**src/rtl/fpba_pkg.sv**
```systemverilog
`timescale 1ns / 1ps

package fpba_pkg;

  // table geometry
  localparam int NUM_BLOCKS = 8;
  localparam int SIZE_WIDTH = 16;
  localparam int IDX_W      = $clog2(NUM_BLOCKS);
  localparam int CNT_W      = $clog2(NUM_BLOCKS + 1);

  // configuration port
  localparam int CFG_IDX_W  = 1;
  localparam int CFG_DATA_W = 4;
  localparam int POL_W      = 2;
  localparam int LIM_W      = 4;

  localparam logic [CFG_IDX_W-1:0] REG_FIT_POLICY    = 1'd0;
  localparam logic [CFG_IDX_W-1:0] REG_BLOCKS_IN_USE = 1'd1;

  // fit policy codes, the unused code behaves as first fit
  localparam logic [POL_W-1:0] POL_FIRST = 2'd0;
  localparam logic [POL_W-1:0] POL_BEST  = 2'd1;
  localparam logic [POL_W-1:0] POL_WORST = 2'd2;

  localparam logic [POL_W-1:0] POL_RESET = POL_FIRST;
  localparam logic [LIM_W-1:0] LIM_RESET = 4'd8;

  // item operations
  localparam logic OP_LOAD  = 1'b0;
  localparam logic OP_ALLOC = 1'b1;

  typedef struct packed {
    logic                  op;
    logic [2:0]            block_index;
    logic [SIZE_WIDTH-1:0] size_value;
  } in_item_t;

  typedef struct packed {
    logic                  granted;
    logic [2:0]            chosen_block;
    logic [SIZE_WIDTH-1:0] remaining_size;
  } out_item_t;

  // controller to datapath
  typedef struct packed {
    logic load_wr;
    logic start;
    logic scan_step;
    logic finish;
  } cmd_t;

  // datapath to controller
  typedef struct packed {
    logic scan_done;
  } status_t;

endpackage

```
**src/rtl/fpba_ctrl.sv**
```systemverilog
`timescale 1ns / 1ps

module fpba_ctrl (
  input  logic              clk,
  input  logic              rst_n,
  input  logic              in_valid,
  input  logic              in_op,
  output logic              in_stall,
  output logic              out_valid,
  input  logic              out_stall,
  input  fpba_pkg::status_t status,
  output fpba_pkg::cmd_t    cmd
);

  typedef enum logic [2:0] {
    ST_IDLE   = 3'b001,
    ST_SCAN   = 3'b010,
    ST_UPDATE = 3'b100
  } state_t;

  state_t state_r, state_nxt;
  logic   out_valid_r, out_valid_nxt;
  logic   accept;
  logic   slot_free;

  // handshake
  assign in_stall  = (state_r != ST_IDLE);
  assign accept    = in_valid && (state_r == ST_IDLE);
  assign slot_free = !out_valid_r || !out_stall;
  assign out_valid = out_valid_r;

  // commands to the datapath
  always_comb begin
    cmd.load_wr   = accept && (in_op == fpba_pkg::OP_LOAD);
    cmd.start     = accept && (in_op == fpba_pkg::OP_ALLOC);
    cmd.scan_step = (state_r == ST_SCAN) && !status.scan_done;
    cmd.finish    = (state_r == ST_UPDATE) && slot_free;
  end

  // next state
  always_comb begin
    state_nxt = state_r;
    unique case (state_r)
      ST_IDLE: begin
        if (cmd.start) state_nxt = ST_SCAN;
      end
      ST_SCAN: begin
        if (status.scan_done) state_nxt = ST_UPDATE;
      end
      ST_UPDATE: begin
        if (slot_free) state_nxt = ST_IDLE;
      end
      default: state_nxt = ST_IDLE;
    endcase
  end

  // result register occupancy
  assign out_valid_nxt = cmd.finish ? 1'b1 : (out_valid_r && out_stall);

  always_ff @(posedge clk) begin
    if (!rst_n) begin
      state_r     <= ST_IDLE;
      out_valid_r <= 1'b0;
    end else begin
      state_r     <= state_nxt;
      out_valid_r <= out_valid_nxt;
    end
  end

endmodule

```
**src/rtl/fpba_dp.sv**
```systemverilog
`timescale 1ns / 1ps

module fpba_dp (
  input  logic                                clk,
  input  logic                                rst_n,
  input  fpba_pkg::in_item_t                  in_data,
  output fpba_pkg::out_item_t                 out_data,
  input  logic                                cfg_wr_en,
  input  logic [fpba_pkg::CFG_IDX_W-1:0]      cfg_index,
  input  logic [fpba_pkg::CFG_DATA_W-1:0]     cfg_wdata,
  input  fpba_pkg::cmd_t                      cmd,
  output fpba_pkg::status_t                   status
);

  logic [fpba_pkg::SIZE_WIDTH-1:0] tbl_r [fpba_pkg::NUM_BLOCKS];
  logic [fpba_pkg::POL_W-1:0]      policy_r;
  logic [fpba_pkg::LIM_W-1:0]      in_use_r;
  logic [fpba_pkg::SIZE_WIDTH-1:0] req_r;
  logic [fpba_pkg::CNT_W-1:0]      cnt_r;
  logic                            found_r;
  logic [fpba_pkg::IDX_W-1:0]      pick_r;
  logic [fpba_pkg::SIZE_WIDTH-1:0] best_r;
  fpba_pkg::out_item_t             out_r;

  logic [fpba_pkg::CNT_W-1:0]      limit;
  logic [fpba_pkg::SIZE_WIDTH-1:0] entry;
  logic [fpba_pkg::SIZE_WIDTH-1:0] left;
  logic                            fits;
  logic                            take;

  // search limit, saturated to the table depth
  always_comb begin
    if ({{(fpba_pkg::CNT_W){1'b0}}, in_use_r} > (fpba_pkg::CNT_W + fpba_pkg::LIM_W)'(fpba_pkg::NUM_BLOCKS))
      limit = fpba_pkg::CNT_W'(fpba_pkg::NUM_BLOCKS);
    else
      limit = fpba_pkg::CNT_W'(in_use_r);
  end

  assign status.scan_done = (cnt_r >= limit);

  // one compare per cycle over the table
  assign entry = tbl_r[cnt_r[fpba_pkg::IDX_W-1:0]];
  assign fits  = (entry >= req_r);

  always_comb begin
    take = 1'b0;
    if (fits) begin
      if (!found_r) begin
        take = 1'b1;
      end else begin
        unique case (policy_r)
          fpba_pkg::POL_BEST:  take = (entry < best_r);
          fpba_pkg::POL_WORST: take = (entry > best_r);
          default:             take = 1'b0;
        endcase
      end
    end
  end

  assign left = best_r - req_r;

  // configuration registers
  always_ff @(posedge clk) begin
    if (!rst_n) begin
      policy_r <= fpba_pkg::POL_RESET;
      in_use_r <= fpba_pkg::LIM_RESET;
    end else if (cfg_wr_en) begin
      unique case (cfg_index)
        fpba_pkg::REG_FIT_POLICY:    policy_r <= cfg_wdata[fpba_pkg::POL_W-1:0];
        fpba_pkg::REG_BLOCKS_IN_USE: in_use_r <= cfg_wdata[fpba_pkg::LIM_W-1:0];
        default: ;
      endcase
    end
  end

  // free size table: load writes and grant write-back
  always_ff @(posedge clk) begin
    if (!rst_n) begin
      for (int k = 0; k < fpba_pkg::NUM_BLOCKS; k++) begin
        tbl_r[k] <= '0;
      end
    end else if (cmd.load_wr) begin
      tbl_r[in_data.block_index[fpba_pkg::IDX_W-1:0]] <= in_data.size_value;
    end else if (cmd.finish && found_r) begin
      tbl_r[pick_r] <= left;
    end
  end

  // scan state
  always_ff @(posedge clk) begin
    if (!rst_n) begin
      cnt_r   <= '0;
      found_r <= 1'b0;
    end else if (cmd.start) begin
      cnt_r   <= '0;
      found_r <= 1'b0;
    end else if (cmd.scan_step) begin
      cnt_r <= cnt_r + 1'b1;
      if (take) found_r <= 1'b1;
    end
  end

  // scan payload
  always_ff @(posedge clk) begin
    if (cmd.start) begin
      req_r <= in_data.size_value;
    end
    if (cmd.scan_step && take) begin
      pick_r <= cnt_r[fpba_pkg::IDX_W-1:0];
      best_r <= entry;
    end
  end

  // result register
  always_ff @(posedge clk) begin
    if (cmd.finish) begin
      out_r.granted        <= found_r;
      out_r.chosen_block   <= found_r ? 3'(pick_r) : 3'd0;
      out_r.remaining_size <= found_r ? left : '0;
    end
  end

  assign out_data = out_r;

endmodule

```
**src/rtl/fit_policy_block_allocator.sv**
```systemverilog
`timescale 1ns / 1ps

// load item: written into the free size table, no result; next item may follow at once
// allocate item: accept, one search step per searched block (blocks_in_use, at most 8),
// then closing the search, then the write-back; in_stall holds new items off until then
// the result is registered at the write-back and stays valid while out_stall holds it
// reset (synchronous, rst_n low) clears the free size table to zero,
// sets fit_policy to first fit and blocks_in_use to 8
module fit_policy_block_allocator (
  input  logic                            clk,
  input  logic                            rst_n,
  input  logic                            in_valid,
  output logic                            in_stall,
  input  fpba_pkg::in_item_t              in_data,
  output logic                            out_valid,
  input  logic                            out_stall,
  output fpba_pkg::out_item_t             out_data,
  input  logic                            cfg_wr_en,
  input  logic [fpba_pkg::CFG_IDX_W-1:0]  cfg_index,
  input  logic [fpba_pkg::CFG_DATA_W-1:0] cfg_wdata
);

  fpba_pkg::cmd_t    cmd;
  fpba_pkg::status_t status;

  // sequencer
  fpba_ctrl u_ctrl (
    .clk       (clk),
    .rst_n     (rst_n),
    .in_valid  (in_valid),
    .in_op     (in_data.op),
    .in_stall  (in_stall),
    .out_valid (out_valid),
    .out_stall (out_stall),
    .status    (status),
    .cmd       (cmd)
  );

  // table, search and result
  fpba_dp u_dp (
    .clk       (clk),
    .rst_n     (rst_n),
    .in_data   (in_data),
    .out_data  (out_data),
    .cfg_wr_en (cfg_wr_en),
    .cfg_index (cfg_index),
    .cfg_wdata (cfg_wdata),
    .cmd       (cmd),
    .status    (status)
  );

endmodule

```
**config.mk**
```make
export PLATFORM = sky130hd
export DESIGN_NAME = fit_policy_block_allocator
export DESIGN_NICKNAME = d
export VERILOG_FILES = /design/src/rtl/fpba_pkg.sv /design/src/rtl/fpba_ctrl.sv /design/src/rtl/fpba_dp.sv /design/src/rtl/fit_policy_block_allocator.sv
export SDC_FILE = /design/constraint.sdc
export NUM_CORES = 1
export LEC_CHECK = 0
export ABC_AREA = 1
export BUFFER_PORTS_ARGS = -buffer_cell sky130_fd_sc_hd__buf_2
export CAP_MARGIN = 40
export CORE_ASPECT_RATIO = 0.6
export CORE_MARGIN = 2
export CORE_UTILIZATION = 40
export CTS_CLUSTER_SIZE = 10
export DETAILED_ROUTE_END_ITERATION = 10
export PLACE_DENSITY = 0.56
export SYNTH_ARGS = -nofsm -noshare
export SYNTH_HDL_FRONTEND = slang
export SYNTH_SLANG_ARGS = --single-unit
```
**constraint.sdc**
```tcl
create_clock -name clk -period 4.3 [get_ports clk]
set_input_delay 1.075 -clock clk [delete_from_list [all_inputs] [get_ports clk]]
set_output_delay 1.075 -clock clk [all_outputs]
set_load 0.02 [all_outputs]
```
Yosys cells after proc, flatten, opt, wreduce, memory -nomap -nowiden
Memories as Yosys holds them, arrays and structs flattened. A register that Yosys moved wholly into a read port is not among the register bits.
Index checks and enable logic that the tools add are counted.
Widths: inputs -> output; s select.
{"block": "totals", "n_memories": 1, "mem_bits_rw": 128, "mem_bits_ro": 0, "latchBits": 0, "wordCells": 76, "in_bits": 30, "regBits": 70}
{"block": "op_classes", "n_mux": 25, "n_shift": 0, "n_div": 0, "n_reduce_logical": 19, "order_cmp": 5, "addsub": 2, "n_mul": 0, "n_eq_ne": 9, "bitwise": 3}
{"name": "u_dp.tbl_r", "words": 8, "width": 16, "read_ports": 1, "rd_ports_with_merged_regs": 1, "wr": 8, "line": "fpba_dp.sv:15", "text": "logic [fpba_pkg::SIZE_WIDTH-1:0] tbl_r [fpba_pkg::NUM_BLOCKS];"}
{"cell": "$mux 16", "n": 2}
{"cell": "$reduce_or 16->1", "n": 2}
{"cell": "$mux 3", "n": 7}
{"cell": "$ge 16x16->1", "n": 1}
{"cell": "$gt 16x16->1", "n": 1}
{"cell": "$lt 16x16->1", "n": 1}
{"cell": "$sub 16x16->16", "n": 1}
{"cell": "$mux 1", "n": 13}
{"cell": "$pmux 3 s3", "n": 1}
{"cell": "$logic_and 1x1->1", "n": 8}
{"cell": "$reduce_and 2->1", "n": 3}
{"cell": "$add 4x1->4 const B", "n": 1}
{"cell": "$ge 4x4->1", "n": 1}
{"cell": "$gt 4x4->1 const B", "n": 1}
{"cell": "$mux 4", "n": 1}
{"cell": "$ne 2x1->1 const B", "n": 2}
{"cell": "$eq 3x1->1 const B", "n": 1}
{"cell": "$eq 3x2->1 const B", "n": 1}
{"cell": "$eq 3x3->1 const B", "n": 1}
{"cell": "$logic_not 1->1", "n": 3}
{"cell": "$ne 3x1->1 const B", "n": 1}
{"cell": "$not 1->1", "n": 3}
{"cell": "$reduce_and 3->1", "n": 1}
{"cell": "$eq 2x1->1 const B", "n": 1}
{"cell": "other kinds (5)", "n": 5}

Logic depth before layout (Yosys ltp)
{"block": "logic_depth", "depth_word": 10, "depth_mapped": 20}

Modules after synthesis
From an unflattened synthesis, not the netlist that was laid out.
{"block": "unflattened", "cells_unflattened": 1038, "area_unflattened_um2": 10055.9}
{"module": "fpba_dp", "cells_each": 1005, "area_each_um2": 9830.7, "n_inst": 1, "seq_area_each_um2": 5775.5}
{"module": "fpba_ctrl", "cells_each": 33, "area_each_um2": 225.2, "n_inst": 1, "seq_area_each_um2": 80.1}

Worst setup path before layout
No wires, ideal clock.
{"block": "synth_path", "kind": "flip-flop to flip-flop", "start": "register with a tool-made name", "end": "register u_dp.best_r[0] in the netlist's numbering (enable)", "path_stages_with_launch": 15, "synth_period_minus_slack_ps": 3535, "setup_ps": 401, "arrival_time_ps": 3134, "setup_slack_ps": 765, "t_required_ps": 3899, "n_path_buf": 2, "path_cell_list": "dfxtp_1 > clkbuf_1 > clkbuf_1 > o21ai_0 > o22ai_1 > nor2_1 > a31oi_1 > ha_1 > a21oi_1 > nand2_1 > a21oi_1 > nand2_1 > nand2_1 > nand3_1 > a21oi_1"}
{"element": "to (signal assigned)", "line": "fpba_dp.sv:110", "text": "best_r <= entry;"}
{"element": "to (decl)", "line": "fpba_dp.sv:22", "text": "logic [fpba_pkg::SIZE_WIDTH-1:0] best_r;"}

==> results_dict.tcl <==
set metrics [dict create \
    n_antenna_cell 0 \
    min_path_cells 2 \
    hp-class "reg -> reg" \
    synth-seq-cells 201 \
    synth_flop_cell "edfxtp_1" \
    drtIter0Drc 716 \
    crit_arrival_ps 3700 \
    syn2layout_area_growth_pct 13.2 \
    fin_util 0.457 \
    netlist.area_leader.share 0.544 \
    num_vias 7479 \
    register_area_mm2 0.00586 \
    root_buffer "clkbuf_16" \
    cts_resized 0 \
    cts_buffers 24 \
    std_cell_rows 45 \
    clk_latency_ps 520 \
    r2r-end "u_dp.pick_r[0]" \
    rsz0062_at_grt "no" \
    io_pins 52 \
    r2r.worst_path.cells 17 \
    grt_overflow_total 0 \
    fp.dieW_um 209 \
    maxCapViolCount 0 \
    htreeDepth 1 \
    cts_setup_buffers 0 \
    outcome "completed" \
    ys_warn_count 0 \
    drive_gt1_frac 0.120 \
    setup_tns_ps 0 \
    syn_avg_cell_area_um2 9.66 \
    antenna_found_initial 0 \
    hold_start "u_dp.in_use_r[0]" \
    numPortBuffers 51 \
    fin_skew_ps 12.7 \
    dr.pass1.iters 5 \
    syn_inst 1046 \
    power_density_mw_per_mm2 422 \
    slew_headroom 0.457 \
    clk_path_buf_depth 3 \
    async_reset_ff_frac 0 \
    cp-start-kind "flop" \
    synth_edf_count 183 \
    yosysSeqAreaShare 0.579 \
    via_per_inst 5.17 \
    fillers 2362 \
    critPathKind "reg -> reg" \
    layout.nets 1192 \
    p_leak_nw 4.71 \
    grt_pass1_wl_um 39400 \
    crit_fanout 19 \
    setup_violations 0 \
    tritoncts "built" \
    hold_path_end "u_dp.in_use_r[0]" \
    gp_congestion 0.953 \
    crit_path_end_kind "flop" \
    synth.net_count 1131 \
    wire_per_inst_um 17.3 \
    post-dp-hpwl_um 17800 \
    synthTopCellsByArea "edfxtp_1 54%, nor2_1 10%, ha_1 6.7%, nand2_1 4.4%, o21ai_0 4.1%" \
    wl_um 25000 \
    worst_ep_required_time_ps 4510 \
    yosys.area.top_type "edfxtp_1" \
    ctsHoldBuffers 0 \
    hold_violations 0 \
    ant_nets 0 \
    dieHeight_um 127 \
    grtUsageTotal 0.191 \
    grt_pass1_vias 6895 \
    cts.sink_count 201 \
    min_period_ps 3490 \
    multiInputGateArea_mm2 0.00370 \
    peakVddDrop_uv 277 \
    synthesis.area_mm2 0.0101 \
    worstMarginPinSlew_ps 810 \
    timing.final.crit_share 0.811 \
    path_clk_slew_ps 60 \
    die_area_mm2 0.0266 \
    drc 0 \
    start_util 0.403 \
    core-area_mm2 0.0251 \
    final_max_slew_viol_count 0 \
    ff2ff_setup_slack_ps 810 \
    clock.fmax_mhz 287 \
    ys_types 39 \
    grt_max_degree 65 \
]
==> worst max-delay path, stage by stage (launching register included) <==
cell and delay [ps]:
dfxtp_1 750, buf_4 330, o21ai_0 130, o22ai_1 210, inv_1 60, o21ai_0 250
inv_1 120, ha_1 210, inv_1 60, a21oi_1 60, o21ai_0 250, nand2_1 80
nand2_1 80, nand2_1 50, nand3_1 80, nand2_1 80, a21oi_2 130, buf_4 240
==> cell families (layout without fill, tap and decap cells) <==
group | after synthesis | after routing | share of synthesized area
AND/OR/NAND/NOR | 466 | 466 | 0.192
flip-flops | 201 | 201 | 0.579
AO/OA/AOI/OAI | 186 | 186 | 0.0994
buffers and inverters | 132 | 203 | 0.0556
adder cells (fa/ha/maj) | 55 | 55 | 0.0688
XOR/XNOR | 6 | 6 | 0.00520
==> placed cells by master, fill, tap and decap left out, types with 25 or more instances in the layout <==
cell,count
buf_2,51
clkbuf_16,25
nand2_1,119
a21oi_1,50
nor2_1,271
edfxtp_1,183
ha_1,54
nand3_1,35
inv_1,90
o21ai_0,83
==> cell type report <==
cell class,count,share of cell area
clock buffers,35,0.0580
clock inverters,1,0.000766
inverters,94,0.0308
multi-input cells,713,0.323
flip-flops and latches,201,0.512
well taps,329,0.0360
repair buffers,73,0.0389
==> Yosys cell counts (2+ instances only) <==
master    number
nand3_1       35
nor3_1         7
a21boi_0       2
inv_2          2
o21ai_0       83
buf_1          3
edfxtp_1     183
nand4_1        6
buf_4          2
a21oi_1       51
nand2_2        7
nand3b_1       2
buf_2          5
inv_1         90
clkinv_1       2
clkbuf_1      21
nand2_4        2
o21ai_2        5
xnor2_1        4
a31oi_1       15
ha_1          54
nand2_1      119
nor2_4         5
nor2_1       272
o22ai_1       17
xor2_1         2
or2_2          7
buf_6          7
dfxtp_1       18
o21ai_1        9
==> registers in the layout, indices dropped and copies added (netlist names), named ones only <==
register          count
u_ctrl.state_r        3
u_dp.out_data        20
u_dp.best_r          16
u_dp.pick_r           3
u_dp.req_r           16
u_dp.found_r          1
u_dp.cnt_r            4
u_ctrl.out_valid      1
u_dp.in_use_r         4
u_dp.policy_r         2
u_dp.tbl_r          128
==> power by group <==
part           switching, W  internal [W]
combinational      0.000478      0.000219
clock              0.000778       0.00105
sequential        0.0000414       0.00225
total               0.00130       0.00353
==> per-layer routing <==
layer  track usage  vias to the layer above  wire [um]
met5             0                        -          0
met4        0.0345                        0        398
met3        0.0376                       37       1730
met2         0.259                      225       9840
met1         0.313                     3538      13100
li1              -                     3679          -
==> how the worst max path moves through the flow <==
stage	cells past startpoint	to	start	slack, ps
after CTS	17	u_dp.pick_r[0]	flop	800
after global routing	18	u_dp.pick_r[1]	flop	510
after detailed placement	9	u_dp.tbl_r[4][3]	rst_n	720
after global placement	9	u_dp.tbl_r[4][3]	rst_n	750
final	17	u_dp.pick_r[0]	flop	810
after floorplan	14	u_dp.best_r[0]	flop	760
==> per-stage QoR <==
stage                     hold WS (ps)  total power (W)  std cells  cell area, um2  worst slack (ps)
after floorplan                    445          0.00280       1046           10100               765
after global placement             468          0.00302       1409           10800               747
after detailed placement           470          0.00303       1410           10800               716
after CTS                          481          0.00485       1446           11400               798
after global routing               497          0.00504       1446           11400               507
final                              482          0.00483       1446           11400               812
Power figures use the tool's default switching activity.
